**config.mk**
```make
export PLATFORM = sky130hd
export DESIGN_NAME = bus_1553_manchester_word_decoder_unit
export DESIGN_NICKNAME = d
export VERILOG_FILES = /design/src/rtl/core/b1553_pkg.sv /design/src/rtl/core/b1553_front.sv /design/src/rtl/core/b1553_back.sv /design/src/rtl/core/bus_1553_manchester_word_decoder_unit.sv
export SDC_FILE = /design/constraint.sdc
export NUM_CORES = 2
export LEC_CHECK = 0
export BUFFER_PORTS_ARGS = -buffer_cell sky130_fd_sc_hd__buf_2
export CELL_PAD_IN_SITES_DETAIL_PLACEMENT = 0
export CELL_PAD_IN_SITES_GLOBAL_PLACEMENT = 1
export CORE_AREA = 5 5 487 489
export DETAILED_ROUTE_END_ITERATION = 10
export DIE_AREA = 0 0 492 494
export GPL_ROUTABILITY_DRIVEN = 0
export PLACE_DENSITY_LB_ADDON = 0.1
export SKIP_CTS_REPAIR_TIMING = 1
export SYNTH_ARGS = -nofsm -noshare
export SYNTH_HDL_FRONTEND = slang
export SYNTH_HIERARCHICAL = 1
export SYNTH_SLANG_ARGS = --single-unit
```
**constraint.sdc**
```tcl
create_clock -name clk -period 16.5 [get_ports clk]
set_input_delay 0.825 -clock clk [delete_from_list [all_inputs] [get_ports clk]]
set_output_delay 0.825 -clock clk [all_outputs]
set_load 0.01 [all_outputs]
```
**src/rtl/core/b1553_pkg.sv**
```systemverilog
// Shared types and constants of the 1553 word decoder.
// No dependencies.
package b1553_pkg;
    localparam int TIME_BITS_DEF  = 48;
    localparam int LEVEL_BITS_DEF = 16;
    localparam int OUT_TIME_BITS  = 48;
    localparam int QUEUE_DEPTH    = 4;

    typedef enum logic [3:0] {
        LP_IDLE     = 4'd0,
        LP_CSYNC_HI = 4'd1,
        LP_CSYNC_LO = 4'd2,
        LP_DSYNC_LO = 4'd3,
        LP_DSYNC_HI = 4'd4,
        LP_ZERO_LO  = 4'd5,
        LP_ZERO_HI  = 4'd6,
        LP_ONE_HI   = 4'd7,
        LP_ONE_LO   = 4'd8,
        LP_TURN     = 4'd9
    } line_phase_t;

    typedef enum logic [1:0] {
        FP_IDLE   = 2'd0,
        FP_STATUS = 2'd1,
        FP_DATA   = 2'd2
    } frame_phase_t;

    localparam logic [3:0] K_SYNC_CMD  = 4'd0;
    localparam logic [3:0] K_SYNC_DATA = 4'd1;
    localparam logic [3:0] K_GAP       = 4'd2;
    localparam logic [3:0] K_RT        = 4'd3;
    localparam logic [3:0] K_DIR       = 4'd4;
    localparam logic [3:0] K_SA        = 4'd5;
    localparam logic [3:0] K_LEN       = 4'd6;
    localparam logic [3:0] K_PAR_OK    = 4'd7;
    localparam logic [3:0] K_PAR_BAD   = 4'd8;
    localparam logic [3:0] K_MSG_OK    = 4'd9;
    localparam logic [3:0] K_MSG_ERR   = 4'd10;
    localparam logic [3:0] K_STATUS    = 4'd11;
    localparam logic [3:0] K_DATA      = 4'd12;

    localparam logic [2:0] REG_HIGH      = 3'd0;
    localparam logic [2:0] REG_LOW       = 3'd1;
    localparam logic [2:0] REG_SYNC_HALF = 3'd2;
    localparam logic [2:0] REG_DATA_HALF = 3'd3;
    localparam logic [2:0] REG_GAP       = 3'd4;
    localparam logic [2:0] REG_SYNC_LONG = 3'd5;
    localparam logic [2:0] REG_BIT_LONG  = 3'd6;

    // Work that the front hands to the back for one sample.
    typedef enum logic [1:0] {
        JOB_SYNC = 2'd0,
        JOB_GAP  = 2'd1,
        JOB_WORD = 2'd2
    } job_kind_t;
endpackage

```
**src/rtl/core/b1553_front.sv**
```systemverilog
// Front part: slices the line level, runs the Manchester and frame state
// and queues one job per sample that yields symbols. Uses b1553_pkg.
module b1553_front
    import b1553_pkg::*;
#(
    parameter int TIME_BITS  = TIME_BITS_DEF,
    parameter int LEVEL_BITS = LEVEL_BITS_DEF
)
(
    input  logic                    clk,
    input  logic                    rst_n,
    input  logic                    valid,
    output logic                    stall,
    input  logic [TIME_BITS-1:0]    sample_time,
    input  logic [LEVEL_BITS-1:0]   line_level,
    input  logic [15:0]             high_level,
    input  logic [15:0]             low_level,
    input  logic [23:0]             sync_half_len,
    input  logic [23:0]             data_half_len,
    input  logic [23:0]             gap_len,
    input  logic [23:0]             sync_long_limit,
    input  logic [23:0]             bit_long_limit,
    output logic                    job_valid,
    output job_kind_t               job_kind,
    output logic                    job_sync_data,
    output logic [TIME_BITS-1:0]    job_start,
    output logic [TIME_BITS-1:0]    job_len,
    output logic [TIME_BITS-1:0]    job_t,
    output logic [16:0]             job_word,
    output frame_phase_t            job_frame,
    output logic [TIME_BITS-1:0]    job_m0,
    output logic [TIME_BITS-1:0]    job_m1,
    output logic [TIME_BITS-1:0]    job_m2,
    output logic [TIME_BITS-1:0]    job_m3,
    output logic [TIME_BITS-1:0]    job_m4,
    output logic [5:0]              job_expected,
    input  logic                    job_full
);
    line_phase_t            lp_reg, lp_next;
    frame_phase_t           fp_reg, fp_next;
    logic                   prev_reg, prev_next;
    logic [TIME_BITS-1:0]   bst_reg, bst_next;
    logic [4:0]             nb_reg, nb_next;
    logic [16:0]            sw_reg, sw_next;
    logic [5:0]             seen_reg, seen_next;
    logic [5:0]             exp_reg, exp_next;
    logic                   dir_reg, dir_next;
    logic [TIME_BITS-1:0]   mk_reg [5];
    logic [TIME_BITS-1:0]   mk_next [5];

    logic                   take;
    logic                   cur, lvl_ok, done, pushed, pb;
    logic [TIME_BITS-1:0]   dur, two_data, two_sync;
    logic signed [LEVEL_BITS-1:0] lvl;
    logic signed [23:0]     lvl_w, hi_w, lo_w;
    logic [16:0]            sw_push;
    logic [16:0]            word_done;

    assign stall = job_full;
    assign take  = valid && !job_full;

    function automatic logic longer_f(input logic [TIME_BITS-1:0] d,
                                      input logic [23:0] x);
        longer_f = !d[TIME_BITS-1] && (d > TIME_BITS'(x));
    endfunction

    always_comb
    begin
        lvl      = line_level;
        lvl_w    = 24'(lvl);
        hi_w     = 24'($signed(high_level));
        lo_w     = 24'($signed(low_level));
        dur      = sample_time - bst_reg;
        two_data = TIME_BITS'({data_half_len, 1'b0});
        two_sync = TIME_BITS'({sync_half_len, 1'b0});
        cur      = prev_reg;
        lvl_ok   = 1'b0;
        if (lvl_w > hi_w)
        begin
            cur = 1'b1; lvl_ok = 1'b1;
        end
        else if (lvl_w < lo_w)
        begin
            cur = 1'b0; lvl_ok = 1'b1;
        end
    end

    always_comb
    begin
        lp_next   = lp_reg;
        fp_next   = fp_reg;
        bst_next  = bst_reg;
        nb_next   = nb_reg;
        sw_next   = sw_reg;
        seen_next = seen_reg;
        exp_next  = exp_reg;
        dir_next  = dir_reg;
        for (int i = 0; i < 5; i++) mk_next[i] = mk_reg[i];
        done      = 1'b0;
        pushed    = 1'b0;
        pb        = 1'b0;
        job_valid = 1'b0;
        job_kind  = JOB_SYNC;
        job_sync_data = 1'b0;
        job_start = bst_reg;
        job_len   = dur;
        sw_push   = {sw_reg[15:0], 1'b0};
        if (nb_reg == 5'd16 && !dur[TIME_BITS-1] && dur >= two_data)
        begin
            pushed = 1'b1; pb = (lp_reg == LP_ONE_LO);
            done = 1'b1;
        end
        else if (lvl_ok)
        begin
            case (lp_reg)
                LP_CSYNC_HI: if (!cur) lp_next = LP_CSYNC_LO;
                LP_DSYNC_LO: if (cur) lp_next = LP_DSYNC_HI;
                LP_ZERO_LO:  if (cur) lp_next = LP_ZERO_HI;
                LP_ONE_HI:   if (!cur) lp_next = LP_ONE_LO;
                LP_CSYNC_LO, LP_DSYNC_HI:
                begin
                    if (cur == (lp_reg == LP_CSYNC_LO))
                    begin
                        job_valid = 1'b1;
                        job_kind  = JOB_SYNC;
                        job_sync_data = (lp_reg == LP_DSYNC_HI);
                        if (longer_f(dur, sync_long_limit))
                        begin
                            job_len  = two_sync;
                            bst_next = bst_reg + two_sync;
                            lp_next  = job_sync_data ? LP_ONE_LO : LP_ZERO_HI;
                        end
                        else
                        begin
                            bst_next = sample_time;
                            lp_next  = job_sync_data ? LP_ZERO_LO : LP_ONE_HI;
                        end
                        nb_next = '0;
                        sw_next = '0;
                    end
                end
                LP_ZERO_HI, LP_ONE_LO:
                begin
                    if (cur == (lp_reg == LP_ONE_LO))
                    begin
                        pushed = 1'b1; pb = cur;
                        if (nb_reg == 5'd16)
                            done = 1'b1;
                        else if (longer_f(dur, bit_long_limit))
                        begin
                            bst_next = bst_reg + two_data;
                            lp_next  = cur ? LP_ZERO_HI : LP_ONE_LO;
                        end
                        else
                        begin
                            bst_next = sample_time;
                            lp_next  = cur ? LP_ONE_HI : LP_ZERO_LO;
                        end
                    end
                end
                LP_TURN:
                begin
                    if (longer_f(dur, gap_len))
                    begin
                        job_valid = 1'b1;
                        job_kind  = JOB_GAP;
                        bst_next  = sample_time;
                        lp_next   = cur ? LP_CSYNC_HI : LP_DSYNC_LO;
                    end
                end
                default:
                begin
                    bst_next = sample_time;
                    lp_next  = cur ? LP_CSYNC_HI : LP_DSYNC_LO;
                end
            endcase
        end
        if (pushed)
        begin
            sw_push = {sw_reg[15:0], pb};
            sw_next = sw_push;
            nb_next = nb_reg + 5'd1;
            case (nb_reg)
                5'd0:  mk_next[0] = bst_reg;
                5'd6:  mk_next[1] = bst_reg;
                5'd7:  mk_next[2] = bst_reg;
                5'd11: mk_next[3] = bst_reg;
                5'd16: mk_next[4] = bst_reg;
                default: ;
            endcase
        end
        word_done = sw_push;
        if (done)
        begin
            job_valid = 1'b1;
            job_kind  = JOB_WORD;
            bst_next  = sample_time;
            sw_next   = '0;
            nb_next   = '0;
            case (fp_reg)
                FP_STATUS:
                begin
                    fp_next = dir_reg ? FP_DATA : FP_IDLE;
                    lp_next = LP_IDLE;
                end
                FP_DATA:
                begin
                    seen_next = seen_reg + 6'd1;
                    lp_next   = LP_IDLE;
                    if (seen_next >= exp_reg)
                    begin
                        if (!dir_reg)
                        begin
                            fp_next = FP_STATUS; lp_next = LP_TURN;
                        end
                        else
                            fp_next = FP_IDLE;
                    end
                end
                default:
                begin
                    dir_next = word_done[11];
                    exp_next = (word_done[5:1] == 5'd0) ? 6'd32 : {1'b0, word_done[5:1]};
                    lp_next  = word_done[11] ? LP_TURN : LP_IDLE;
                    fp_next  = word_done[11] ? FP_STATUS : FP_DATA;
                    seen_next = '0;
                end
            endcase
        end
        prev_next = cur;
    end

    assign job_t        = sample_time;
    assign job_word     = word_done;
    assign job_frame    = fp_reg;
    assign job_m0       = mk_next[0];
    assign job_m1       = mk_next[1];
    assign job_m2       = mk_next[2];
    assign job_m3       = mk_next[3];
    assign job_m4       = mk_next[4];
    assign job_expected = exp_next;

    always_ff @(posedge clk or negedge rst_n)
    begin
        if (!rst_n)
        begin
            lp_reg   <= LP_IDLE;
            fp_reg   <= FP_IDLE;
            prev_reg <= 1'b0;
            bst_reg  <= '0;
            nb_reg   <= '0;
            sw_reg   <= '0;
            seen_reg <= '0;
            exp_reg  <= '0;
            dir_reg  <= 1'b0;
        end
        else if (take)
        begin
            lp_reg   <= lp_next;
            fp_reg   <= fp_next;
            prev_reg <= prev_next;
            bst_reg  <= bst_next;
            nb_reg   <= nb_next;
            sw_reg   <= sw_next;
            seen_reg <= seen_next;
            exp_reg  <= exp_next;
            dir_reg  <= dir_next;
        end
    end

    always_ff @(posedge clk)
    begin
        if (take)
            for (int i = 0; i < 5; i++) mk_reg[i] <= mk_next[i];
    end
endmodule

```
**src/rtl/core/b1553_back.sv**
```systemverilog
// Back part: a small job queue and a sequencer that expands each job into
// its symbols one per cycle while the output is not stalled. Uses b1553_pkg.
module b1553_back
    import b1553_pkg::*;
#(
    parameter int TIME_BITS = TIME_BITS_DEF
)
(
    input  logic                    clk,
    input  logic                    rst_n,
    input  logic                    job_valid,
    input  job_kind_t               job_kind,
    input  logic                    job_sync_data,
    input  logic [TIME_BITS-1:0]    job_start,
    input  logic [TIME_BITS-1:0]    job_len,
    input  logic [TIME_BITS-1:0]    job_t,
    input  logic [16:0]             job_word,
    input  frame_phase_t            job_frame,
    input  logic [TIME_BITS-1:0]    job_m0,
    input  logic [TIME_BITS-1:0]    job_m1,
    input  logic [TIME_BITS-1:0]    job_m2,
    input  logic [TIME_BITS-1:0]    job_m3,
    input  logic [TIME_BITS-1:0]    job_m4,
    input  logic [5:0]              job_expected,
    output logic                    job_full,
    output logic                    out_valid,
    input  logic                    out_stall,
    output logic [3:0]              symbol_kind,
    output logic [15:0]             symbol_value,
    output logic [47:0]             symbol_start,
    output logic [47:0]             symbol_length,
    output logic                    last_symbol
);
    localparam int QA = $clog2(QUEUE_DEPTH);

    typedef struct packed {
        job_kind_t              kind;
        logic                   sdata;
        logic [TIME_BITS-1:0]   start;
        logic [TIME_BITS-1:0]   len;
        logic [TIME_BITS-1:0]   t;
        logic [16:0]            word;
        frame_phase_t           frame;
        logic [TIME_BITS-1:0]   m0;
        logic [TIME_BITS-1:0]   m1;
        logic [TIME_BITS-1:0]   m2;
        logic [TIME_BITS-1:0]   m3;
        logic [TIME_BITS-1:0]   m4;
        logic [5:0]             expct;
    } job_rec_t;

    job_rec_t       q_reg [QUEUE_DEPTH];
    logic [QA-1:0]  wp_reg, rp_reg;
    logic [QA:0]    cnt_reg, cnt_next;
    logic [2:0]     idx_reg, idx_next;
    logic           push, pop, emit_ok;
    job_rec_t       hd;
    logic [2:0]     nsym;
    logic [3:0]     k;
    logic [15:0]    v;
    logic [TIME_BITS-1:0] s, l;
    logic           par_ok;
    logic [15:0]    w;
    logic [6:0]     fl;

    assign job_full = (cnt_reg == (QA+1)'(QUEUE_DEPTH));
    assign push     = job_valid && !job_full;
    assign hd       = q_reg[rp_reg];
    assign emit_ok  = (cnt_reg != '0) && (!out_valid || !out_stall);

    always_comb
    begin
        w      = hd.word[16:1];
        par_ok = ^hd.word;
        fl     = '0;
        fl[0]  = w[9] | (|w[7:5]);
        fl[1]  = w[8];
        fl[2]  = w[4];
        fl[3]  = w[3];
        fl[4]  = w[2];
        fl[5]  = w[1];
        fl[6]  = w[0];
        k = K_GAP; v = '0; s = hd.start; l = hd.len; nsym = 3'd1;
        case (hd.kind)
            JOB_SYNC: k = hd.sdata ? K_SYNC_DATA : K_SYNC_CMD;
            JOB_GAP:  k = K_GAP;
            default:
            begin
                case (hd.frame)
                    FP_STATUS:
                    begin
                        nsym = 3'd4;
                        case (idx_reg)
                            3'd0: begin k = K_RT; v = {11'd0, w[15:11]};
                                  s = hd.m0; l = hd.m1 - hd.m0; end
                            3'd1: begin k = w[10] ? K_MSG_ERR : K_MSG_OK;
                                  s = hd.m1; l = hd.m2 - hd.m1; end
                            3'd2: begin k = K_STATUS; v = {9'd0, fl};
                                  s = hd.m2; l = hd.m4 - hd.m2; end
                            default: ;
                        endcase
                    end
                    FP_DATA:
                    begin
                        nsym = 3'd2;
                        if (idx_reg == 3'd0)
                        begin
                            k = K_DATA; v = w; s = hd.m0; l = hd.m4 - hd.m0;
                        end
                    end
                    default:
                    begin
                        nsym = 3'd5;
                        case (idx_reg)
                            3'd0: begin k = K_RT; v = {11'd0, w[15:11]};
                                  s = hd.m0; l = hd.m1 - hd.m0; end
                            3'd1: begin k = K_DIR; v = {15'd0, w[10]};
                                  s = hd.m1; l = hd.m2 - hd.m1; end
                            3'd2: begin k = K_SA; v = {11'd0, w[9:5]};
                                  s = hd.m2; l = hd.m3 - hd.m2; end
                            3'd3: begin k = K_LEN; v = {10'd0, hd.expct};
                                  s = hd.m3; l = hd.m4 - hd.m3; end
                            default: ;
                        endcase
                    end
                endcase
                // The parity symbol always closes a word.
                if (idx_reg == nsym - 3'd1)
                begin
                    k = par_ok ? K_PAR_OK : K_PAR_BAD;
                    v = {15'd0, hd.word[0]};
                    s = hd.m4; l = hd.t - hd.m4;
                end
            end
        endcase
        pop      = emit_ok && (idx_reg == nsym - 3'd1);
        idx_next = emit_ok ? (pop ? 3'd0 : idx_reg + 3'd1) : idx_reg;
        cnt_next = cnt_reg + (QA+1)'(push) - (QA+1)'(pop);
    end

    always_ff @(posedge clk or negedge rst_n)
    begin
        if (!rst_n)
        begin
            wp_reg    <= '0;
            rp_reg    <= '0;
            cnt_reg   <= '0;
            idx_reg   <= '0;
            out_valid <= 1'b0;
        end
        else
        begin
            cnt_reg <= cnt_next;
            idx_reg <= idx_next;
            if (push) wp_reg <= wp_reg + QA'(1);
            if (pop)  rp_reg <= rp_reg + QA'(1);
            if (emit_ok)
                out_valid <= 1'b1;
            else if (!out_stall)
                out_valid <= 1'b0;
        end
    end

    always_ff @(posedge clk)
    begin
        if (push)
            q_reg[wp_reg] <= '{kind: job_kind, sdata: job_sync_data, start: job_start,
                               len: job_len, t: job_t, word: job_word, frame: job_frame,
                               m0: job_m0, m1: job_m1, m2: job_m2, m3: job_m3,
                               m4: job_m4, expct: job_expected};
        if (emit_ok)
        begin
            symbol_kind   <= k;
            symbol_value  <= v;
            symbol_start  <= 48'(s);
            symbol_length <= 48'(l);
            last_symbol   <= (idx_reg == nsym - 3'd1);
        end
    end
endmodule

```
**src/rtl/core/bus_1553_manchester_word_decoder_unit.sv**
```systemverilog
// Top level of the 1553 Manchester word decoder: register port, front and back.
// Uses b1553_pkg, b1553_front and b1553_back.
// One sample is taken every cycle; the front finishes each sample in that cycle and
// queues at most one job (sync, gap or whole word) in a four-entry queue. The back
// expands a job into one to five symbols at one symbol per cycle unless stalled, so
// a sample that ends a command word yields five symbols. The input stalls only when
// the job queue is full. Registers are written through the APB port at 4*index.
module bus_1553_manchester_word_decoder_unit
    import b1553_pkg::*;
#(
    parameter int TIME_BITS  = TIME_BITS_DEF,
    parameter int LEVEL_BITS = LEVEL_BITS_DEF
)
(
    input  logic                    clk,
    input  logic                    rst_n,
    input  logic                    psel,
    input  logic                    penable,
    input  logic                    pwrite,
    input  logic [4:0]              paddr,
    input  logic [31:0]             pwdata,
    output logic [31:0]             prdata,
    output logic                    pready,
    input  logic                    in_valid,
    output logic                    in_stall,
    input  logic [TIME_BITS-1:0]    sample_time,
    input  logic [LEVEL_BITS-1:0]   line_level,
    output logic                    out_valid,
    input  logic                    out_stall,
    output logic [3:0]              symbol_kind,
    output logic [15:0]             symbol_value,
    output logic [47:0]             symbol_start,
    output logic [47:0]             symbol_length,
    output logic                    last_symbol
);
    logic [15:0] high_reg, low_reg;
    logic [23:0] sync_half_reg, data_half_reg, gap_reg, sync_long_reg, bit_long_reg;
    logic [2:0]  ridx;

    assign pready = 1'b1;
    assign ridx   = paddr[4:2];

    always_ff @(posedge clk or negedge rst_n)
    begin
        if (!rst_n)
        begin
            high_reg      <= 16'd2000;
            low_reg       <= 16'hF830;
            sync_half_reg <= 24'd150;
            data_half_reg <= 24'd50;
            gap_reg       <= 24'd400;
            sync_long_reg <= 24'd325;
            bit_long_reg  <= 24'd125;
        end
        else if (psel && penable && pwrite)
        begin
            case (ridx)
                REG_HIGH:      high_reg      <= pwdata[15:0];
                REG_LOW:       low_reg       <= pwdata[15:0];
                REG_SYNC_HALF: sync_half_reg <= pwdata[23:0];
                REG_DATA_HALF: data_half_reg <= pwdata[23:0];
                REG_GAP:       gap_reg       <= pwdata[23:0];
                REG_SYNC_LONG: sync_long_reg <= pwdata[23:0];
                REG_BIT_LONG:  bit_long_reg  <= pwdata[23:0];
                default: ;
            endcase
        end
    end

    always_comb
    begin
        case (ridx)
            REG_HIGH:      prdata = {16'd0, high_reg};
            REG_LOW:       prdata = {16'd0, low_reg};
            REG_SYNC_HALF: prdata = {8'd0, sync_half_reg};
            REG_DATA_HALF: prdata = {8'd0, data_half_reg};
            REG_GAP:       prdata = {8'd0, gap_reg};
            REG_SYNC_LONG: prdata = {8'd0, sync_long_reg};
            REG_BIT_LONG:  prdata = {8'd0, bit_long_reg};
            default:       prdata = '0;
        endcase
    end

    logic                 job_valid, job_sync_data, job_full;
    job_kind_t            job_kind;
    frame_phase_t         job_frame;
    logic [TIME_BITS-1:0] job_start, job_len, job_t, job_m0, job_m1, job_m2, job_m3, job_m4;
    logic [16:0]          job_word;
    logic [5:0]           job_expected;

    b1553_front #(.TIME_BITS(TIME_BITS), .LEVEL_BITS(LEVEL_BITS)) u_front (
        .clk, .rst_n, .valid(in_valid), .stall(in_stall), .sample_time, .line_level,
        .high_level(high_reg), .low_level(low_reg), .sync_half_len(sync_half_reg),
        .data_half_len(data_half_reg), .gap_len(gap_reg),
        .sync_long_limit(sync_long_reg), .bit_long_limit(bit_long_reg),
        .job_valid, .job_kind, .job_sync_data, .job_start, .job_len, .job_t,
        .job_word, .job_frame, .job_m0, .job_m1, .job_m2, .job_m3, .job_m4,
        .job_expected, .job_full
    );

    b1553_back #(.TIME_BITS(TIME_BITS)) u_back (
        .clk, .rst_n, .job_valid(job_valid && in_valid), .job_kind, .job_sync_data,
        .job_start, .job_len, .job_t, .job_word, .job_frame, .job_m0, .job_m1,
        .job_m2, .job_m3, .job_m4, .job_expected, .job_full, .out_valid, .out_stall,
        .symbol_kind, .symbol_value, .symbol_start, .symbol_length, .last_symbol
    );
endmodule

```
* Word-level counts from Yosys, hierarchy flattened *
Memory sizes are Yosys's and may differ from the RTL's.
Cells that the tools add are included.

operators by class
  $add $sub $neg = 19
  $lt $le $gt $ge = 7
  equal/unequal tests = 45
  multiplexer cells = 135
  bitwise operators = 3
  reduce and logical (&&, ||, !) cells = 48

operator list
  operator              count
  $mux W48              25
  $pmux W48 S4          3
  $sub A48 B48 Y48      8
  $pmux W48 S3          2
  $mux W240             1
  $pmux W48 S2          2
  $pmux W24 S7          1
  $gt A48 B24 Y1        3
  $mux W16              7
  $add A48 B25 Y48      2
  $mux W4               21
  $ge A48 B25 Y1        1
  $mux W1               37
  $pmux W16 S2          1
  $mux W5               6
  $pmux W4 S7           1
  $pmux W4 S2           3
  $pmux W6 S4           1
  $mux W2               11
  $mux W6               3
  $ne A3 B1 Y1 const B  6
  $reduce_xor A17 Y1    1
  $eq A4 B3 Y1 const B  4
  $gt A16 B16 Y1        1
  other kinds (51)      106

word-level totals
  bits in registers = 369
  RAM bits = 1888
  output and inout bits = 152
  word-level logic and storage cells = 286
  memories = 2

memory list
  memory          depth  bits a word  read ports  clocked after memory_dff  wr ports  line               RTL
  u_back.q_reg    4      412          1           0                         1         b1553_back.sv:52   job_rec_t q_reg [QUEUE_DEPTH];
  u_front.mk_reg  5      48           5           0                         5         b1553_front.sv:48  logic [TIME_BITS-1:0] mk_reg [5];

* Longest topological paths before layout *
  word-level depth = 13
  depth in mapped cells = 38
  gate-level depth less buffers = 36

* Hierarchy *
Netlist, hierarchy kept.

modules (own cells, without submodules)
  module                                 instances  cells each  area an instance (um2)  seq. area each (um2)
  b1553_back                             1          6547        90126.4                 53276.1
  b1553_front                            1          2675        25042.8                 9434.0
  bus_1553_manchester_word_decoder_unit  1          515         7155.6                  3844.9

* Worst setup path before layout *
OpenSTA, ideal clock, no wires.

  kind = input port to flip-flop
  start point = input port sample_time[0]
  end point = memory u_back/q_reg[2][0] (netlist name), enable pin
  library setup time = 0.829 ns
  arrival time = 14.744 ns
  path slack = 0.927 ns
  stages on the path = 31
  path through = inv_1 > ha_1 > inv_1 > fa_1 > a211oi_1 > o21bai_1 > o21ai_1 > o31ai_1 > a21o_1 > a21oi_1 > xnor2_1 > ha_1 > a21o_1 > a21oi_1 > nor2b_1 > o21ai_0 > nand2b_1 > a21oi_1 > o21ai_0 > o21ai_0 > and4b_1 > a211oi_2 > nor2_4 > inv_2 > buf_1 > nor2_1 > o21ai_0 > and2_1 > nor2b_1 > clkbuf_1 > and2_1

RTL lines
  item                                                                    line                                          RTL
  start, declared                                                         bus_1553_manchester_word_decoder_unit.sv:26   input logic [TIME_BITS-1:0] sample_time,
  $sub A48 B48 Y48 *                                                      b1553_front.sv:73                             dur = sample_time - bst_reg;
  parallel branches: the longest is 2 deep, another holds $ge A48 B25 Y1  -
  $logic_and A1 B1 Y1 *                                                   b1553_front.sv:108                            if (nb_reg == 5'd16 && !dur[TIME_BITS-1] && dur >= two_data)
  $mux W1 *                                                               b1553_front.sv:108
  net u_front.done                                                        b1553_front.sv:52                             logic cur, lvl_ok, done, pushed, pb;
  $mux W1 *                                                               b1553_front.sv:193                            if (done)
  net job_valid                                                           bus_1553_manchester_word_decoder_unit.sv:84   logic job_valid, job_sync_data, job_full;
  $logic_and A1 B1 Y1 *                                                   bus_1553_manchester_word_decoder_unit.sv:102  .clk, .rst_n, .job_valid(job_valid && in_valid), .job_kind, .job_sync_data,
  $logic_and A1 B1 Y1 *                                                   b1553_back.sv:67                              assign push = job_valid && !job_full;
  $mux W1 *                                                               b1553_back.sv:166                             if (push)
  $mux W1 (not written as such) *                                         b1553_back.sv:167                             q_reg[wp_reg] <= '{kind: job_kind, sdata: job_sync_data, start: job_start,
  end, declared                                                           b1553_back.sv:52

Mark *: on every way through the listed nets, which the timed path passes.

* Worst setup path in the final report *
  start point = register u_front.bst_reg[6] (netlist: u_front/job_start[6])
  end point = memory u_back/q_reg[1][0] (netlist name), enable pin

on the way
  cells in the longest elaborated chain, start to end = 12

RTL lines
  item                                                       line                                          RTL
  start, declared                                            b1553_front.sv:42                             logic [TIME_BITS-1:0] bst_reg, bst_next;
  start signal, assigned                                     b1553_front.sv:262                            bst_reg <= bst_next;
  $sub A48 B48 Y48 *                                         b1553_front.sv:73
  $gt A48 B24 Y1 / $logic_not A1 Y1 (equally long branches)  b1553_front.sv:64, b1553_front.sv:108
  $logic_and A1 B1 Y1                                        b1553_front.sv:64                             longer_f = !d[TIME_BITS-1] && (d > TIME_BITS'(x));
  $mux W1                                                    b1553_front.sv:163                            if (longer_f(dur, gap_len))
  $pmux W1 S2                                                b1553_front.sv:115                            case (lp_reg)
  $mux W1                                                    b1553_front.sv:113                            else if (lvl_ok)
  $mux W1                                                    b1553_front.sv:108
  $mux W1 *                                                  b1553_front.sv:193
  net job_valid                                              bus_1553_manchester_word_decoder_unit.sv:84
  $logic_and A1 B1 Y1 *                                      bus_1553_manchester_word_decoder_unit.sv:102
  $logic_and A1 B1 Y1 *                                      b1553_back.sv:67
  $mux W1 *                                                  b1553_back.sv:166
  $mux W1 (not written as such) *                            b1553_back.sv:167

The timed path passes the listed nets; every way through them passes the cells marked *.

==> results.cfg <==
[run_status]
run_status = complete, no violations

[synth]
syn-cell-area_um2 = 122300
syn_area_per_cell_um2 = 12.56
synth-edff-count = 2005
synthArstFlopShare = 0.1117
synthTopCellsByArea = edfxtp_1, mux4_2, ha_1
ys.flop_type = edfxtp_1
synth_largest_area_cell = edfxtp_1
synth_top_area_share = 0.4922
syn_inst = 9737
yosys_warnings = 6
ys_types = 126
ys_seq_area_frac = 0.5441
ys_seq_elements = 2257

[worst_setup_path]
worst_path_max_delay_cell = dfrtp_1
critPathLaunchType = register
critical_path.top_delay_family = simple AND/OR/NAND/NOR gates
crit_buf_inv = 4
worstReg2RegEnd = u_back/q_reg[1][0]$_DFFE_PP_
critPathKind = reg2reg
cp_max_fo = 130
reg2reg_slack_ps = 5760
worst_ep_required_time_ps = 17020
critPathCaptureType = register
r2r-start = u_front/job_start[6]$_DFFE_PN0P_
cp_common_cell = o21ai_0
path_cells = inv_1 > ha_1 > a2111o_1 > o21ai_0 > a21oi_1 > xor2_1 > ha_1 > nand4_1 > nor4_1 > o21ai_0 > and4b_1 > a211oi_2 > nor2_4 > inv_2 > nor2_1 > o21ai_0 > and2_1 > nor2b_1 > and2_4 > buf_12 > buf_4
worstPathArrival_ps = 11260
slowest_delay_ps = 850
r2r_cells = 21

[timing]
worstMarginPinSlew_ps = 1399
skew_ps = 67.80
max_freq_ghz = 0.09310
maxSlewViolCount = 0
fin_setup_tns_ps = 0
layout_min_cycle_time_ps = 10740
finalHoldViolations = 0
max_slew_margin = 0.05758
fin_crit_sh = 0.6510
setup_viol = 0
rsz0062_at_grt = no

[grt]
grt_overflow = 0
grt_max_degree = 131
use_met2 = 0.4941
track_usage = 0.3401
grtUsageMet1 = 0.4891
grt.busiest_layer = met2
met3_usage = 0.09361
grt_pass1_wl_um = 600300
antenna_found_initial = 36
first_global_vias = 84860

[min_path]
worstHoldStart = out_stall
holdPathStages = 3
min_to = u_back/out_valid$_DFFE_PN0P_
hp-class = in2reg

[placement]
numPortBuffers = 240
hpwlAfterDp_um = 309000

[cells_and_area]
syn_to_final_growth_pct = 9.481
multiInputGateArea_um2 = 51420
drive_gt1_frac = 0.1625
largest_reg_flops = 1648
seqCellArea_um2 = 66560
fillers = 18560
nets = 10520

[routing]
drtIter0Drc = 12540
ant_nets = 0
drc = 0
via_per_inst = 6.862
vias = 89730
drt_pass1_iterations = 11
routedWlPerCell_um = 32.46
wl_um = 424500

[floorplanning]
initial_core_util = 0.5276
die-area_um2 = 243000
ios = 260
dieHeight_um = 494
std_cell_rows = 177
die_w_um = 492
fp.coreArea_um2 = 231900

[clock_tree]
cts.sink_count = 2257
path_clk_slew_ps = 60
htreeDepth = 4
clk-insertion-delay-late_ps = 910
clock_tree.root_cell = clkbuf_16
cts.path.max_buffers = 3
tritoncts = done
cts_inserted_buffers = 224

[run]
maxCapViolCount = 0
==> kinds of logic after synthesis <==
family | synth area share
compound gates | 0.1432
flops | 0.5441
simple gates | 0.07440
buf+inv | 0.03751
mux | 0.1123
fa+ha+maj | 0.06113
xor+xnor | 0.02735
other cells | 0.00006139
==> how the worst max path moves through the flow <==
stage / start / end / slack, ps / cells past startpoint
5_1_grt: u_front/job_start[6]$_DFFE_PN0P_ / u_back/q_reg[1][0]$_DFFE_PP_ / 5620 / 21
4_1_cts: u_front/job_start[6]$_DFFE_PN0P_ / u_back/q_reg[1][131]$_DFFE_PP_ / 6110 / 21
2_1_floorplan: sample_time[0] / u_back/q_reg[2][0]$_DFFE_PP_ / 930 / 31
3_5_place_dp: u_front/job_start[6]$_DFFE_PN0P_ / u_back/q_reg[1][4]$_DFFE_PP_ / 6160 / 21
6_report: u_front/job_start[6]$_DFFE_PN0P_ / u_back/q_reg[1][0]$_DFFE_PP_ / 5760 / 21
3_3_place_gp: u_front/job_start[6]$_DFFE_PN0P_ / u_back/q_reg[1][4]$_DFFE_PP_ / 6330 / 21
==> layout make-up <==
cell class / instances / share of cell area
clock buffer: 282 / 0.04424
clock inverter: 142 / 0.01181
sequential: 2257 / 0.4970
inverter: 558 / 0.01568
tap: 3043 / 0.02843
multi-input combinational: 6387 / 0.3840
timing repair buffer: 389 / 0.01854
antenna: 18 / 0.0003363
==> metal layers <==
layer / part of all wire / wire length [µm]
met5: 0.00013 / 57
met4: 0.047 / 20040
met3: 0.13 / 53310
met2: 0.42 / 180400
met1: 0.40 / 170700
==> placed cells by master, fill, tap and decap left out, types with 44 or more instances in the layout <==
master | Yosys | routed
a211oi_1 | 86 | 85
a21o_1 | 227 | 227
a21oi_1 | 622 | 622
a221oi_1 | 112 | 112
a22oi_1 | 137 | 137
a31oi_1 | 77 | 77
and2_1 | 48 | 44
buf_2 | 94 | 239
buf_4 | 69 | 136
clkbuf_1 | 331 | 49
clkbuf_16 | 0 | 225
clkinv_1 | 4 | 53
dfrtp_1 | 219 | 217
edfxtp_1 | 2005 | 2005
ha_1 | 580 | 579
inv_1 | 553 | 552
mux2_2 | 336 | 336
mux2i_1 | 53 | 53
mux4_2 | 410 | 410
nand2_1 | 679 | 677
nand2b_1 | 52 | 52
nand3_1 | 149 | 149
nand4_1 | 120 | 120
nor2_1 | 438 | 432
nor2b_1 | 81 | 75
nor3_1 | 132 | 131
o211ai_1 | 79 | 79
o21a_1 | 94 | 93
o21ai_0 | 643 | 640
o21bai_1 | 58 | 58
o22ai_1 | 64 | 64
or3_1 | 50 | 50
xnor2_1 | 228 | 228
xor2_1 | 154 | 154
==> cell usage after synthesis, drive strengths merged, types with 22 or more instances <==
cell type,n
a2111oi,28
a211o,22
a211oi,91
a21o,228
a21oi,624
a221o,34
a221oi,114
a22o,33
a22oi,137
a31oi,77
a41oi,22
and2,50
and3,43
buf,204
clkbuf,338
dfrtp,219
dfstp,33
edfxtp,2005
ha,580
inv,554
mux2,347
mux2i,53
mux4,411
nand2,682
nand2b,53
nand3,149
nand3b,22
nand4,121
nor2,444
nor2b,82
nor3,132
nor4,24
o211ai,80
o21a,94
o21ai,677
o21bai,58
o221ai,33
o22ai,64
o31ai,39
or3,51
xnor2,228
xor2,154
==> worst register-to-register path, stage by stage, from the launching register on <==
cell,delay [ps]
dfrtp_1,850
inv_1,280
ha_1,430
a2111o_1,460
o21ai_0,710
a21oi_1,310
xor2_1,610
ha_1,260
nand4_1,140
nor4_1,730
o21ai_0,340
and4b_1,310
a211oi_2,680
nor2_4,80
inv_2,560
nor2_1,110
o21ai_0,250
and2_1,200
nor2b_1,480
and2_4,730
buf_12,610
buf_4,1120
==> metrics by stage <==
step	util	cell area, µm²	hold slack [ps]	setup WS (ps)	cells
final	0.5776	133900	136.3	5759	13080
after CTS	0.5773	133900	-123.4	6114	13060
after global placement	0.5450	126400	479.5	6333	12630
after detailed placement	0.5450	126400	490.0	6160	12630
after global routing	0.5774	133900	94.97	5616	13060
after floorplan	-	122400	460.3	927.1	9744
Power is left out: the tool's default activity adds up to more than one toggle a clock period on the data nets, which glitch-free logic cannot reach.
